--- config.mk ---
export PLATFORM = sky130hd
export DESIGN_NAME = midpoint_ellipse_rasterizer_unit_flat
export DESIGN_NICKNAME = d
export VERILOG_FILES = /design/src/hw/rtl/mer_pkg.sv /design/src/hw/rtl/mer_if.sv /design/src/hw/rtl/mer_ctrl.sv /design/src/hw/rtl/mer_dpath.sv /design/src/hw/rtl/midpoint_ellipse_rasterizer_unit.sv /design/src/flat_wrapper.sv
export SDC_FILE = /design/constraint.sdc
export NUM_CORES = 2
export LEC_CHECK = 0
export BUFFER_PORTS_ARGS = -buffer_cell sky130_fd_sc_hd__buf_4
export CORE_MARGIN = 8
export CORE_UTILIZATION = 61
export CTS_CLUSTER_SIZE = 25
export DETAILED_ROUTE_END_ITERATION = 7
export GPL_TIMING_DRIVEN = 0
export MAX_ROUTING_LAYER = met4
export PLACE_DENSITY = 0.82
export SETUP_SLACK_MARGIN = 0.5
export SLEW_MARGIN = 40
export SYNTH_ARGS = -nofsm -noshare
export SYNTH_HDL_FRONTEND = slang
export SYNTH_SLANG_ARGS = --single-unit
--- constraint.sdc ---
create_clock -name clk_i -period 15.1 [get_ports clk_i]
set_input_delay 3.775 -clock clk_i [delete_from_list [all_inputs] [get_ports clk_i]]
set_output_delay 3.775 -clock clk_i [all_outputs]
set_load 0.005 [all_outputs]
--- src/hw/rtl/mer_pkg.sv ---
// Shared widths, codes and handshake types of the midpoint ellipse rasterizer.
// Used by the channel interfaces, the controller, the datapath and the top level.
// No dependencies.
`timescale 1ns / 1ps

package mer_pkg;

  // Coordinate width, the widths that follow from it, and the index widths
  localparam int COORD_BITS    = 10;
  localparam int RAD_BITS      = COORD_BITS - 1;
  localparam int PIX_BITS      = COORD_BITS + 2;
  localparam int STEP_BITS     = 3 * COORD_BITS + 2;
  localparam int DEC_BITS      = 4 * COORD_BITS + 8;
  localparam int SQ_BITS       = 2 * RAD_BITS;
  localparam int T_BITS        = COORD_BITS + 1;
  localparam int MUL_W         = 2 * T_BITS;
  localparam int PROD_BITS     = 2 * MUL_W;
  localparam int CFG_IDX_BITS  = 2;
  localparam int CFG_DATA_BITS = COORD_BITS;
  localparam int EMIT_BITS     = 2;

  typedef logic [EMIT_BITS-1:0] emit_idx_t;
  localparam emit_idx_t EMIT_LAST = '1;

  // Configuration register indexes
  typedef logic [CFG_IDX_BITS-1:0] cfg_idx_t;
  localparam cfg_idx_t CFG_CENTER_X = 2'd0;
  localparam cfg_idx_t CFG_CENTER_Y = 2'd1;
  localparam cfg_idx_t CFG_RADIUS_X = 2'd2;
  localparam cfg_idx_t CFG_RADIUS_Y = 2'd3;

  // Where the arc stands
  typedef enum logic [1:0] {
    REG_IDLE,
    REG_ONE,
    REG_TWO,
    REG_FIN
  } region_e;

  // Controller states
  typedef enum logic [3:0] {
    ST_IDLE,
    ST_SQ_B,
    ST_SQ_C,
    ST_LOAD,
    ST_DONE,
    ST_SW_T,
    ST_SW_BT,
    ST_SW_U,
    ST_SW_AU,
    ST_SW_AB,
    ST_SW_FIN,
    ST_EMIT,
    ST_R1_UX,
    ST_R1_UY,
    ST_R2_DEC
  } state_e;

  // Operand pairs for the shared multiplier
  typedef enum logic [3:0] {
    MUL_RX_SQ,
    MUL_RY_SQ,
    MUL_A2_RY,
    MUL_T_SQ,
    MUL_B2_P,
    MUL_U_SQ,
    MUL_A2_P,
    MUL_A2_B2,
    MUL_B2_XN,
    MUL_A2_YN
  } mul_op_e;

  // Register updates the datapath performs
  typedef enum logic [3:0] {
    ACT_NONE,
    ACT_CAP_IN,
    ACT_CAP_A2,
    ACT_CAP_B2,
    ACT_LOAD,
    ACT_SW_INIT,
    ACT_SW_ADD,
    ACT_SW_FIN,
    ACT_EMIT_PIX,
    ACT_EMIT_DONE,
    ACT_R1_RIGHT,
    ACT_R1_DX,
    ACT_R1_DIAG,
    ACT_R2_END,
    ACT_R2_DOWN,
    ACT_R2_DIAG
  } act_e;

  // Controller to datapath
  typedef struct packed {
    mul_op_e   mul_op;
    act_e      act;
    emit_idx_t emit_idx;
  } cmd_t;

  // Datapath to controller
  typedef struct packed {
    logic    restart;
    region_e region;
    logic    dx_lt_dy;
    logic    y_zero;
    logic    dec_neg;
    logic    dec_pos;
    logic    out_free;
  } sts_t;

endpackage

--- src/hw/rtl/mer_if.sv ---
// Valid/ready channel interfaces of the midpoint ellipse rasterizer.
// Depends on mer_pkg for the pixel coordinate width.
`timescale 1ns / 1ps

// Input channel: one word per restart or advance request
interface mer_in_if;
  logic valid;
  logic ready;
  logic restart;

  modport source (output valid, output restart, input ready);
  modport sink (input valid, input restart, output ready);
endinterface

// Output channel: one pixel or one finished marker per word
interface mer_out_if import mer_pkg::*; ();
  logic                       valid;
  logic                       ready;
  logic signed [PIX_BITS-1:0] pixel_x;
  logic signed [PIX_BITS-1:0] pixel_y;
  logic                       last;
  logic                       done_res;

  modport source (output valid, output pixel_x, output pixel_y, output last,
                  output done_res, input ready);
  modport sink (input valid, input pixel_x, input pixel_y, input last,
                input done_res, output ready);
endinterface

--- src/hw/rtl/mer_ctrl.sv ---
// Sequencing state machine of the midpoint ellipse rasterizer.
// Depends on mer_pkg; drives the datapath through cmd_t and reads sts_t.
`timescale 1ns / 1ps

module mer_ctrl import mer_pkg::*; (
  input  logic clk_i,
  input  logic rst_ni,
  input  logic in_valid_i,
  output logic in_ready_o,
  input  sts_t sts_i,
  output cmd_t cmd_o
);

  state_e    state_q, state_d;
  emit_idx_t cnt_q, cnt_d;

  // State and pixel counter registers
  always_ff @(posedge clk_i or negedge rst_ni) begin
    if (!rst_ni) begin
      state_q <= ST_IDLE;
      cnt_q   <= '0;
    end else begin
      state_q <= state_d;
      cnt_q   <= cnt_d;
    end
  end

  // Next state and pixel counter
  always_comb begin
    state_d = state_q;
    cnt_d   = cnt_q;
    unique case (state_q)
      ST_IDLE: begin
        if (in_valid_i) state_d = ST_SQ_B;
      end
      ST_SQ_B: state_d = ST_SQ_C;
      ST_SQ_C: begin
        priority if (sts_i.restart) begin
          state_d = ST_LOAD;
        end else if (sts_i.region == REG_IDLE || sts_i.region == REG_FIN) begin
          state_d = ST_DONE;
        end else if (sts_i.region == REG_ONE && !sts_i.dx_lt_dy) begin
          state_d = ST_SW_T;
        end else begin
          state_d = ST_EMIT;
        end
      end
      ST_LOAD: state_d = ST_IDLE;
      ST_DONE: begin
        if (sts_i.out_free) state_d = ST_IDLE;
      end
      ST_SW_T:   state_d = ST_SW_BT;
      ST_SW_BT:  state_d = ST_SW_U;
      ST_SW_U:   state_d = ST_SW_AU;
      ST_SW_AU:  state_d = ST_SW_AB;
      ST_SW_AB:  state_d = ST_SW_FIN;
      ST_SW_FIN: state_d = ST_EMIT;
      ST_EMIT: begin
        if (sts_i.out_free) begin
          cnt_d = cnt_q + 1'b1;
          if (cnt_q == EMIT_LAST) begin
            state_d = (sts_i.region == REG_ONE) ? ST_R1_UX : ST_R2_DEC;
          end
        end
      end
      ST_R1_UX: state_d = sts_i.dec_neg ? ST_IDLE : ST_R1_UY;
      ST_R1_UY: state_d = ST_IDLE;
      ST_R2_DEC: state_d = ST_IDLE;
      default: state_d = ST_IDLE;
    endcase
  end

  // Commands to the datapath
  always_comb begin
    in_ready_o      = 1'b0;
    cmd_o.mul_op    = MUL_RX_SQ;
    cmd_o.act       = ACT_NONE;
    cmd_o.emit_idx  = cnt_q;
    unique case (state_q)
      ST_IDLE: begin
        in_ready_o = 1'b1;
        if (in_valid_i) cmd_o.act = ACT_CAP_IN;
      end
      ST_SQ_B: begin
        cmd_o.act    = ACT_CAP_A2;
        cmd_o.mul_op = MUL_RY_SQ;
      end
      ST_SQ_C: begin
        cmd_o.act    = ACT_CAP_B2;
        cmd_o.mul_op = MUL_A2_RY;
      end
      ST_LOAD: cmd_o.act = ACT_LOAD;
      ST_DONE: begin
        if (sts_i.out_free) cmd_o.act = ACT_EMIT_DONE;
      end
      ST_SW_T:  cmd_o.mul_op = MUL_T_SQ;
      ST_SW_BT: cmd_o.mul_op = MUL_B2_P;
      ST_SW_U: begin
        cmd_o.act    = ACT_SW_INIT;
        cmd_o.mul_op = MUL_U_SQ;
      end
      ST_SW_AU: cmd_o.mul_op = MUL_A2_P;
      ST_SW_AB: begin
        cmd_o.act    = ACT_SW_ADD;
        cmd_o.mul_op = MUL_A2_B2;
      end
      ST_SW_FIN: cmd_o.act = ACT_SW_FIN;
      ST_EMIT: begin
        // Prepare the product the following step needs while pixels go out
        cmd_o.mul_op = (sts_i.region == REG_ONE) ? MUL_B2_XN : MUL_A2_YN;
        if (sts_i.out_free) cmd_o.act = ACT_EMIT_PIX;
      end
      ST_R1_UX: begin
        cmd_o.mul_op = MUL_A2_YN;
        cmd_o.act    = sts_i.dec_neg ? ACT_R1_RIGHT : ACT_R1_DX;
      end
      ST_R1_UY: cmd_o.act = ACT_R1_DIAG;
      ST_R2_DEC: begin
        priority if (sts_i.y_zero) begin
          cmd_o.act = ACT_R2_END;
        end else if (sts_i.dec_pos) begin
          cmd_o.act = ACT_R2_DOWN;
        end else begin
          cmd_o.act = ACT_R2_DIAG;
        end
      end
      default: cmd_o.act = ACT_NONE;
    endcase
  end

endmodule

--- src/hw/rtl/mer_dpath.sv ---
// Datapath of the midpoint ellipse rasterizer: configuration registers, arc state,
// the shared multiplier and the output word register. Depends on mer_pkg.
`timescale 1ns / 1ps

module mer_dpath import mer_pkg::*; (
  input  logic                       clk_i,
  input  logic                       rst_ni,
  input  logic                       cfg_we_i,
  input  logic [CFG_IDX_BITS-1:0]    cfg_idx_i,
  input  logic [CFG_DATA_BITS-1:0]   cfg_data_i,
  input  logic                       restart_i,
  input  cmd_t                       cmd_i,
  output sts_t                       sts_o,
  input  logic                       out_ready_i,
  output logic                       out_valid_o,
  output logic signed [PIX_BITS-1:0] pixel_x_o,
  output logic signed [PIX_BITS-1:0] pixel_y_o,
  output logic                       last_o,
  output logic                       done_res_o
);

  // Sign extension of a step value to the decision width
  function automatic logic [DEC_BITS-1:0] sx_step(input logic [STEP_BITS-1:0] s);
    return {{(DEC_BITS - STEP_BITS){s[STEP_BITS-1]}}, s};
  endfunction

  logic [COORD_BITS-1:0]       center_x_q, center_y_q;
  logic [RAD_BITS-1:0]         radius_x_q, radius_y_q;
  logic [COORD_BITS-1:0]       cur_x_q, cur_x_d, cur_y_q, cur_y_d;
  logic signed [STEP_BITS-1:0] dx_q, dx_d, dy_q, dy_d;
  logic [DEC_BITS-1:0]         dec_q, dec_d;
  region_e                     region_q, region_d;
  logic                        restart_q, restart_d;
  logic [SQ_BITS-1:0]          a2_q, a2_d, b2_q, b2_d;
  logic [PROD_BITS-1:0]        prod_q;
  logic [MUL_W-1:0]            opa, opb;
  logic [COORD_BITS-1:0]       x_inc, y_dec, u_abs;
  logic [STEP_BITS-1:0]        prod_dbl, dx_diag, dy_diag;
  logic [DEC_BITS-1:0]         a2_dec, b2_dec, prod_dec;
  logic                        out_valid_q;
  logic signed [PIX_BITS-1:0]  pixel_x_q, pixel_y_q;
  logic                        last_q, done_res_q;
  logic [PIX_BITS-1:0]         cx_pix, cy_pix, x_pix, y_pix;
  logic                        emit;

  // Configuration registers
  always_ff @(posedge clk_i or negedge rst_ni) begin
    if (!rst_ni) begin
      center_x_q <= '0;
      center_y_q <= '0;
      radius_x_q <= '0;
      radius_y_q <= '0;
    end else if (cfg_we_i) begin
      unique case (cfg_idx_i)
        CFG_CENTER_X: center_x_q <= cfg_data_i;
        CFG_CENTER_Y: center_y_q <= cfg_data_i;
        CFG_RADIUS_X: radius_x_q <= cfg_data_i[RAD_BITS-1:0];
        CFG_RADIUS_Y: radius_y_q <= cfg_data_i[RAD_BITS-1:0];
        default: ;
      endcase
    end
  end

  // Common terms
  assign x_inc    = cur_x_q + COORD_BITS'(1);
  assign y_dec    = cur_y_q - COORD_BITS'(1);
  // y - 1 squared equals one when y is zero, which the unsigned wrap would not give
  assign u_abs    = (cur_y_q == '0) ? COORD_BITS'(1) : y_dec;
  assign prod_dbl = STEP_BITS'({prod_q, 1'b0});
  assign dx_diag  = dx_q + STEP_BITS'({b2_q, 1'b0});
  assign dy_diag  = dy_q - STEP_BITS'({a2_q, 1'b0});
  assign a2_dec   = DEC_BITS'(a2_q);
  assign b2_dec   = DEC_BITS'(b2_q);
  assign prod_dec = DEC_BITS'(prod_q);

  // Shared multiplier operand selection
  always_comb begin
    opa = '0;
    opb = '0;
    unique case (cmd_i.mul_op)
      MUL_RX_SQ: begin
        opa = MUL_W'(radius_x_q);
        opb = MUL_W'(radius_x_q);
      end
      MUL_RY_SQ: begin
        opa = MUL_W'(radius_y_q);
        opb = MUL_W'(radius_y_q);
      end
      MUL_A2_RY: begin
        opa = MUL_W'(a2_q);
        opb = MUL_W'(radius_y_q);
      end
      MUL_T_SQ: begin
        opa = MUL_W'({cur_x_q, 1'b1});
        opb = MUL_W'({cur_x_q, 1'b1});
      end
      MUL_B2_P: begin
        opa = MUL_W'(b2_q);
        opb = prod_q[MUL_W-1:0];
      end
      MUL_U_SQ: begin
        opa = MUL_W'(u_abs);
        opb = MUL_W'(u_abs);
      end
      MUL_A2_P: begin
        opa = MUL_W'(a2_q);
        opb = prod_q[MUL_W-1:0];
      end
      MUL_A2_B2: begin
        opa = MUL_W'(a2_q);
        opb = MUL_W'(b2_q);
      end
      MUL_B2_XN: begin
        opa = MUL_W'(b2_q);
        opb = MUL_W'(x_inc);
      end
      MUL_A2_YN: begin
        opa = MUL_W'(a2_q);
        opb = MUL_W'(y_dec);
      end
      default: ;
    endcase
  end

  // Product register
  always_ff @(posedge clk_i) begin
    prod_q <= PROD_BITS'(opa) * PROD_BITS'(opb);
  end

  // Arc state updates
  always_comb begin
    cur_x_d   = cur_x_q;
    cur_y_d   = cur_y_q;
    dx_d      = dx_q;
    dy_d      = dy_q;
    dec_d     = dec_q;
    region_d  = region_q;
    restart_d = restart_q;
    a2_d      = a2_q;
    b2_d      = b2_q;
    unique case (cmd_i.act)
      ACT_CAP_IN: restart_d = restart_i;
      ACT_CAP_A2: a2_d = prod_q[SQ_BITS-1:0];
      ACT_CAP_B2: b2_d = prod_q[SQ_BITS-1:0];
      ACT_LOAD: begin
        // Start at the top of the ellipse; product holds a2 * ry
        cur_x_d  = '0;
        cur_y_d  = COORD_BITS'(radius_y_q);
        dx_d     = '0;
        dy_d     = prod_dbl;
        dec_d    = (b2_dec << 2) - (prod_dec << 2) + a2_dec;
        region_d = REG_ONE;
      end
      // Region two start value built over three products
      ACT_SW_INIT: dec_d = prod_dec;
      ACT_SW_ADD:  dec_d = dec_q + (prod_dec << 2);
      ACT_SW_FIN: begin
        dec_d    = dec_q - (prod_dec << 2);
        region_d = REG_TWO;
      end
      ACT_R1_RIGHT: begin
        cur_x_d = x_inc;
        dx_d    = prod_dbl;
        dec_d   = dec_q + ((sx_step(prod_dbl) + b2_dec) << 2);
      end
      ACT_R1_DX: begin
        cur_x_d = x_inc;
        dx_d    = prod_dbl;
      end
      ACT_R1_DIAG: begin
        cur_y_d = y_dec;
        dy_d    = prod_dbl;
        dec_d   = dec_q + ((sx_step(dx_q) - sx_step(prod_dbl) + b2_dec) << 2);
      end
      ACT_R2_END: region_d = REG_FIN;
      ACT_R2_DOWN: begin
        cur_y_d = y_dec;
        dy_d    = prod_dbl;
        dec_d   = dec_q + ((a2_dec - sx_step(prod_dbl)) << 2);
      end
      ACT_R2_DIAG: begin
        cur_x_d = x_inc;
        cur_y_d = y_dec;
        dx_d    = dx_diag;
        dy_d    = dy_diag;
        dec_d   = dec_q + ((sx_step(dx_diag) - sx_step(dy_diag) + a2_dec) << 2);
      end
      default: ;
    endcase
  end

  // Arc state registers
  always_ff @(posedge clk_i or negedge rst_ni) begin
    if (!rst_ni) begin
      cur_x_q   <= '0;
      cur_y_q   <= '0;
      dx_q      <= '0;
      dy_q      <= '0;
      dec_q     <= '0;
      region_q  <= REG_IDLE;
      restart_q <= 1'b0;
    end else begin
      cur_x_q   <= cur_x_d;
      cur_y_q   <= cur_y_d;
      dx_q      <= dx_d;
      dy_q      <= dy_d;
      dec_q     <= dec_d;
      region_q  <= region_d;
      restart_q <= restart_d;
    end
  end

  // Squared radii, refreshed for every word
  always_ff @(posedge clk_i) begin
    a2_q <= a2_d;
    b2_q <= b2_d;
  end

  // Output word register
  assign emit   = (cmd_i.act == ACT_EMIT_PIX) || (cmd_i.act == ACT_EMIT_DONE);
  assign cx_pix = PIX_BITS'(center_x_q);
  assign cy_pix = PIX_BITS'(center_y_q);
  assign x_pix  = PIX_BITS'(cur_x_q);
  assign y_pix  = PIX_BITS'(cur_y_q);

  always_ff @(posedge clk_i or negedge rst_ni) begin
    if (!rst_ni) begin
      out_valid_q <= 1'b0;
    end else if (emit) begin
      out_valid_q <= 1'b1;
    end else if (out_ready_i) begin
      out_valid_q <= 1'b0;
    end
  end

  // Symmetric pixels: bit zero of the index mirrors x, bit one mirrors y
  always_ff @(posedge clk_i) begin
    if (cmd_i.act == ACT_EMIT_PIX) begin
      pixel_x_q  <= cmd_i.emit_idx[0] ? cx_pix - x_pix : cx_pix + x_pix;
      pixel_y_q  <= cmd_i.emit_idx[1] ? cy_pix - y_pix : cy_pix + y_pix;
      last_q     <= (cmd_i.emit_idx == EMIT_LAST);
      done_res_q <= 1'b0;
    end else if (cmd_i.act == ACT_EMIT_DONE) begin
      pixel_x_q  <= '0;
      pixel_y_q  <= '0;
      last_q     <= 1'b1;
      done_res_q <= 1'b1;
    end
  end

  assign out_valid_o = out_valid_q;
  assign pixel_x_o   = pixel_x_q;
  assign pixel_y_o   = pixel_y_q;
  assign last_o      = last_q;
  assign done_res_o  = done_res_q;

  // Status to the controller
  assign sts_o.restart  = restart_q;
  assign sts_o.region   = region_q;
  assign sts_o.dx_lt_dy = dx_q < dy_q;
  assign sts_o.y_zero   = (cur_y_q == '0);
  assign sts_o.dec_neg  = dec_q[DEC_BITS-1];
  assign sts_o.dec_pos  = !dec_q[DEC_BITS-1] && (dec_q != '0);
  assign sts_o.out_free = !out_valid_q || out_ready_i;

endmodule

--- src/hw/rtl/midpoint_ellipse_rasterizer_unit.sv ---
// Midpoint ellipse rasterizer: ties the controller to the datapath.
// Depends on mer_pkg, mer_in_if, mer_out_if, mer_ctrl and mer_dpath.
//
// Usage:
//   Write center_x, center_y, radius_x and radius_y on the configuration port
//   (indexes 0 to 3) while the block is idle. Send a word with restart set to
//   load the first point of the arc; it yields no output. Each following word
//   with restart clear yields four output words, the mirrored pixels of the
//   current point, the fourth with last set. Once the arc has ended, or before
//   any restart, such a word yields one output word with done_res and last set.
//   Timing: one input word is worked on at a time. A restart squares the radii
//   and then loads the first point. An advance squares the radii on the shared
//   multiplier, writes the four pixels and then takes the step, with a further
//   state where the step needs a fresh product. The word on which region two
//   begins also passes the states that chain the products of its start value.
//   A finished word squares the radii before its done_res word goes out.
//   A single output register holds the word on offer; while the receiver
//   stalls, the block waits before writing the next pixel.
//   Reset clears the configuration and the arc state; advances then give
//   done_res words until a restart.
`timescale 1ns / 1ps

module midpoint_ellipse_rasterizer_unit import mer_pkg::*; (
  input  logic                     clk_i,
  input  logic                     rst_ni,
  mer_in_if.sink                   in_i,
  mer_out_if.source                out_o,
  input  logic                     cfg_we_i,
  input  logic [CFG_IDX_BITS-1:0]  cfg_idx_i,
  input  logic [CFG_DATA_BITS-1:0] cfg_data_i
);

  cmd_t cmd;
  sts_t sts;

  // Sequencer
  mer_ctrl u_ctrl (
    .clk_i      (clk_i),
    .rst_ni     (rst_ni),
    .in_valid_i (in_i.valid),
    .in_ready_o (in_i.ready),
    .sts_i      (sts),
    .cmd_o      (cmd)
  );

  // Arithmetic and storage
  mer_dpath u_dpath (
    .clk_i       (clk_i),
    .rst_ni      (rst_ni),
    .cfg_we_i    (cfg_we_i),
    .cfg_idx_i   (cfg_idx_i),
    .cfg_data_i  (cfg_data_i),
    .restart_i   (in_i.restart),
    .cmd_i       (cmd),
    .sts_o       (sts),
    .out_ready_i (out_o.ready),
    .out_valid_o (out_o.valid),
    .pixel_x_o   (out_o.pixel_x),
    .pixel_y_o   (out_o.pixel_y),
    .last_o      (out_o.last),
    .done_res_o  (out_o.done_res)
  );

endmodule

--- src/flat_wrapper.sv ---
// flat-port wrapper written by rule: the top's interface ports become plain ports
module midpoint_ellipse_rasterizer_unit_flat import mer_pkg::*;
  (clk_i, rst_ni, cfg_we_i, cfg_idx_i, cfg_data_i, in_i_valid, in_i_restart, in_i_ready, out_o_valid, out_o_pixel_x, out_o_pixel_y, out_o_last, out_o_done_res, out_o_ready);
  mer_in_if in_i_i ();
  mer_out_if out_o_i ();
  input  logic clk_i;
  input  logic rst_ni;
  input  logic cfg_we_i;
  input  logic [CFG_IDX_BITS-1:0] cfg_idx_i;
  input  logic [CFG_DATA_BITS-1:0] cfg_data_i;
  input wire logic [$bits(in_i_i.valid)-1:0] in_i_valid;
  input wire logic [$bits(in_i_i.restart)-1:0] in_i_restart;
  output wire logic [$bits(in_i_i.ready)-1:0] in_i_ready;
  output wire logic [$bits(out_o_i.valid)-1:0] out_o_valid;
  output wire logic [$bits(out_o_i.pixel_x)-1:0] out_o_pixel_x;
  output wire logic [$bits(out_o_i.pixel_y)-1:0] out_o_pixel_y;
  output wire logic [$bits(out_o_i.last)-1:0] out_o_last;
  output wire logic [$bits(out_o_i.done_res)-1:0] out_o_done_res;
  input wire logic [$bits(out_o_i.ready)-1:0] out_o_ready;
  assign in_i_i.valid = in_i_valid;
  assign in_i_i.restart = in_i_restart;
  assign in_i_ready = in_i_i.ready;
  assign out_o_valid = out_o_i.valid;
  assign out_o_pixel_x = out_o_i.pixel_x;
  assign out_o_pixel_y = out_o_i.pixel_y;
  assign out_o_last = out_o_i.last;
  assign out_o_done_res = out_o_i.done_res;
  assign out_o_i.ready = out_o_ready;
  midpoint_ellipse_rasterizer_unit u_core (.clk_i(clk_i), .rst_ni(rst_ni), .in_i(in_i_i), .out_o(out_o_i), .cfg_we_i(cfg_we_i), .cfg_idx_i(cfg_idx_i), .cfg_data_i(cfg_data_i));
endmodule
==> run metrics <==
outcome=finished with violations; num rows=97; worst path arrival time=between 10 and 15 ns; R2R depth=32; DRC errors left=2; total CTS buffers=37; Post-synth EDFFs=61; 1st-pass router iterations=8; Buf/Inv on CP=9; CP Capture Type=flip-flop; Post-Syn Area=about 43000 µm²; slew of the pin with the lowest slew margin=0.969 ns; Reg2Reg Setup Slack=3.86 ns; Routed WL per cell=26.2 µm; Max-Cap Viols=0; PnR worst setup slack=between 3 and 4 ns; design area=approximately 46000 µm²; first-pass GRT wire length=~250000 µm; total gr overflow=0; starting density of the core=0.613; Synth Instances=5184; vias in the first global route=~41000; antenna violations before repair=2; DRT iter0 DRCs=about 5300; startpoint types=flip-flop; mean area per synthesized cell=roughly 8.2 µm²; final wirelength=~160000 µm; clock sink count=approximately 280; area grow syn2layout=7.66%; number of fill cells=5931; share of layout cells above drive strength 1=0.0592; Clk Latency, worst-skew pair=a little over 0.6 ns; Slowest Stage Delay on Critical Path=about 0.74 ns; IO Pins=between 40 and 50; Crit Path Max Fanout=10; H-tree depth=2; Ys Warns=0; gr usage total=0.422; Worst Hold Launch=u_core.u_dpath.done_res_o; RR Endpoint=u_core.u_dpath.prod_q[40]; clock-pin slew on the worst setup and hold paths=about 0.06 ns; Core Footprint=approximately 70000 µm²; failing checks=design-rule violations; Final Setup Violations=0; Hold WC Path Type=flip-flop to flip-flop; Resized cells post-CTS=0; skew final=about 0.054 ns; CP max stage cell=a22oi_2; RSZ-0062 raised after global routing=no; pre-CTS setup slack=around 4.3 ns; Synth area leaders=fa_1, ha_1, dfrtp_1; Distinct cells, synth=roughly 110; sequential area share after synthesis=0.168; synthesized flop and latch total=between 200 and 300; Post-CTS Setup Inserts=0; syn_nets=between 6000 and 7000; GP Congestion=~1.1; Synth area leader=fa_1; Die Span X=between 200 and 300 µm; CTS tree=yes; post-synth top area share=0.172; final hold viol count=0; CP delay by family, top=adder cells; layout net count=6112; cell mode on critical path=fa_1; worst hold endpoint=u_core.u_dpath.done_res_o; post-placement cell area=about 45000 µm²; period utilization=0.745; predominant post-synthesis flop cell=dfrtp_1; Die ar.=about 79000 µm²; chip height=281 µm; worst slew margin relative to its limit=0.352; Setup CP Type=flip-flop to flip-flop; CTS max path bufs=3; Routed Antenna Nets=0; asr flop ratio synth=0.629; R2R Path Start=u_core.u_ctrl.state_q[2]; Vias=slightly above 40000; Via density=6.64; Peak Freq=between 80 and 90 MHz; CTS Hold Bufs=0; worst path required time=about 16 ns; port bufs=45; hold depth=2; minimum clock period=around 11 ns; Root Driver=clkbuf_16; Final TNS setup=0 ns; largest net degree at the start of global routing=60; DP HPWL=approximately 130000 µm; worst hold margin=0.473 ns; count of final max-slew check failures=0
## sequential cells by signal (all words and copies together) (netlist names), 12 cells and up
signal / count
u_core.u_dpath.a2_q: 18
u_core.u_dpath.b2_q: 18
u_core.u_dpath.dec_q: 48
u_core.u_dpath.dx_q: 31
u_core.u_dpath.dy_q: 31
u_core.u_dpath.pixel_x_o: 12
u_core.u_dpath.pixel_y_o: 12
u_core.u_dpath.prod_q: 43
## layout by cell type, fill, tap and decap left out, types with 46 or more instances in the layout
cell,synthesis,layout
a21oi_1,363,362
xnor2_1,236,236
nand2_1,480,479
inv_1,651,650
nor3_1,97,89
clkbuf_1,163,144
nand3_1,92,91
a22oi_1,55,46
buf_4,4,53
dfrtp_1,178,178
o211ai_1,47,47
nor2_1,475,473
xor2_1,92,92
o21ai_0,264,263
a21o_1,123,123
ha_1,438,438
nand2b_1,62,62
edfxtp_1,61,61
fa_1,368,368
## kinds of logic after synthesis
logic type | Yosys count | synth area share
AO/OA/AOI/OAI | 1347 | 0.211
XOR/XNOR | 328 | 0.0673
adder cells (fa/ha/maj) | 806 | 0.301
buffers and inverters | 855 | 0.0762
flip-flops | 283 | 0.168
multiplexers | 52 | 0.0133
other | 1 | 0.0000878
AND/OR/NAND/NOR | 1512 | 0.164
## cells in the mapped netlist (21+ instances only)
master and number:
dfrtp_1 178, nor3_1 97, and3_1 38, o21a_1 42, buf_2 23, a221o_1 27, dfxtp_1 44, a221oi_1 36
o221ai_1 21, a22o_1 22, mux2_2 37, clkbuf_1 163, o21ai_0 264, nor4_1 34, and2_1 31, a222oi_1 24
nor2_1 475, a21oi_1 363, nor2b_1 44, a211oi_1 48, xnor2_1 236, edfxtp_1 61, nand2_1 480, o21bai_1 40
a21o_1 123, ha_1 438, inv_1 651, xor2_1 92, nand4_1 34, or3_1 31, nand3_1 92, a22oi_1 55
a31oi_1 47, fa_1 368, o211ai_1 47, nand2b_1 62
## layout make-up
type / count / area (µm²) / area share
well taps: 940 / 1180 / 0.0256
clock buffers: 44 / 983 / 0.0214
multi-input cells: 4046 / 32500 / 0.707
inverters: 659 / 2470 / 0.0538
plain buffers: 196 / 811 / 0.0176
diodes: 2 / 5.00 / 0.000109
clock inverters: 24 / 298 / 0.00648
flip-flops and latches: 283 / 7170 / 0.156
repair buffers: 65 / 544 / 0.0118
## worst reg2reg max path, delay by kind of cell, from the launching register on
| family | cells | cell delay (ns) |
|---|---|---|
| adders and majority gates | 7 | 3.53 |
| AOI/OAI and AO/OA | 8 | 3.49 |
| buffers and inverters | 9 | 1.95 |
| and+or+nand+nor | 7 | 1.49 |
| DFF | 1 | 0.37 |
| xor gates and xnor gates | 1 | 0.27 |
## stage by stage
| stage | instances | util |
|---|---|---|
| after floorplan | 5184 | - |
| after global placement | 6169 | 0.635 |
| after detailed placement | 6187 | 0.641 |
| after CTS | 6255 | 0.660 |
| after global routing | 6258 | 0.660 |
| final | 6259 | 0.660 |
## per-layer routing
layer	GRT usage	vias up	routed length, µm	share of wire
li1	-	18147	-	-
met4	0.293	0	14000	0.086
met5	-	-	0	0
met3	0.106	648	20500	0.13
met1	0.515	20043	60600	0.37
met2	0.612	2749	68800	0.42
## worst max-delay path by stage
| stage | from | to | slack [ns] | cells after the start |
|---|---|---|---|---|
| after global placement | u_core.u_ctrl.state_q[2] | u_core.u_dpath.prod_q[40] | 3.39 | 31 |
| after global routing | u_core.u_ctrl.state_q[2] | u_core.u_dpath.prod_q[40] | 3.48 | 33 |
| final | u_core.u_ctrl.state_q[2] | u_core.u_dpath.prod_q[40] | 3.86 | 32 |
| after floorplan | u_core.u_ctrl.state_q[3] | u_core.u_dpath.prod_q[42] | 6.20 | 29 |
| after detailed placement | u_core.u_ctrl.state_q[2] | u_core.u_dpath.prod_q[40] | 4.27 | 32 |
| after CTS | u_core.u_ctrl.state_q[2] | u_core.u_dpath.prod_q[40] | 4.19 | 32 |
Power is not shown: default switching activity piles up to over one toggle a cycle in this logic, so the estimate is an artifact.
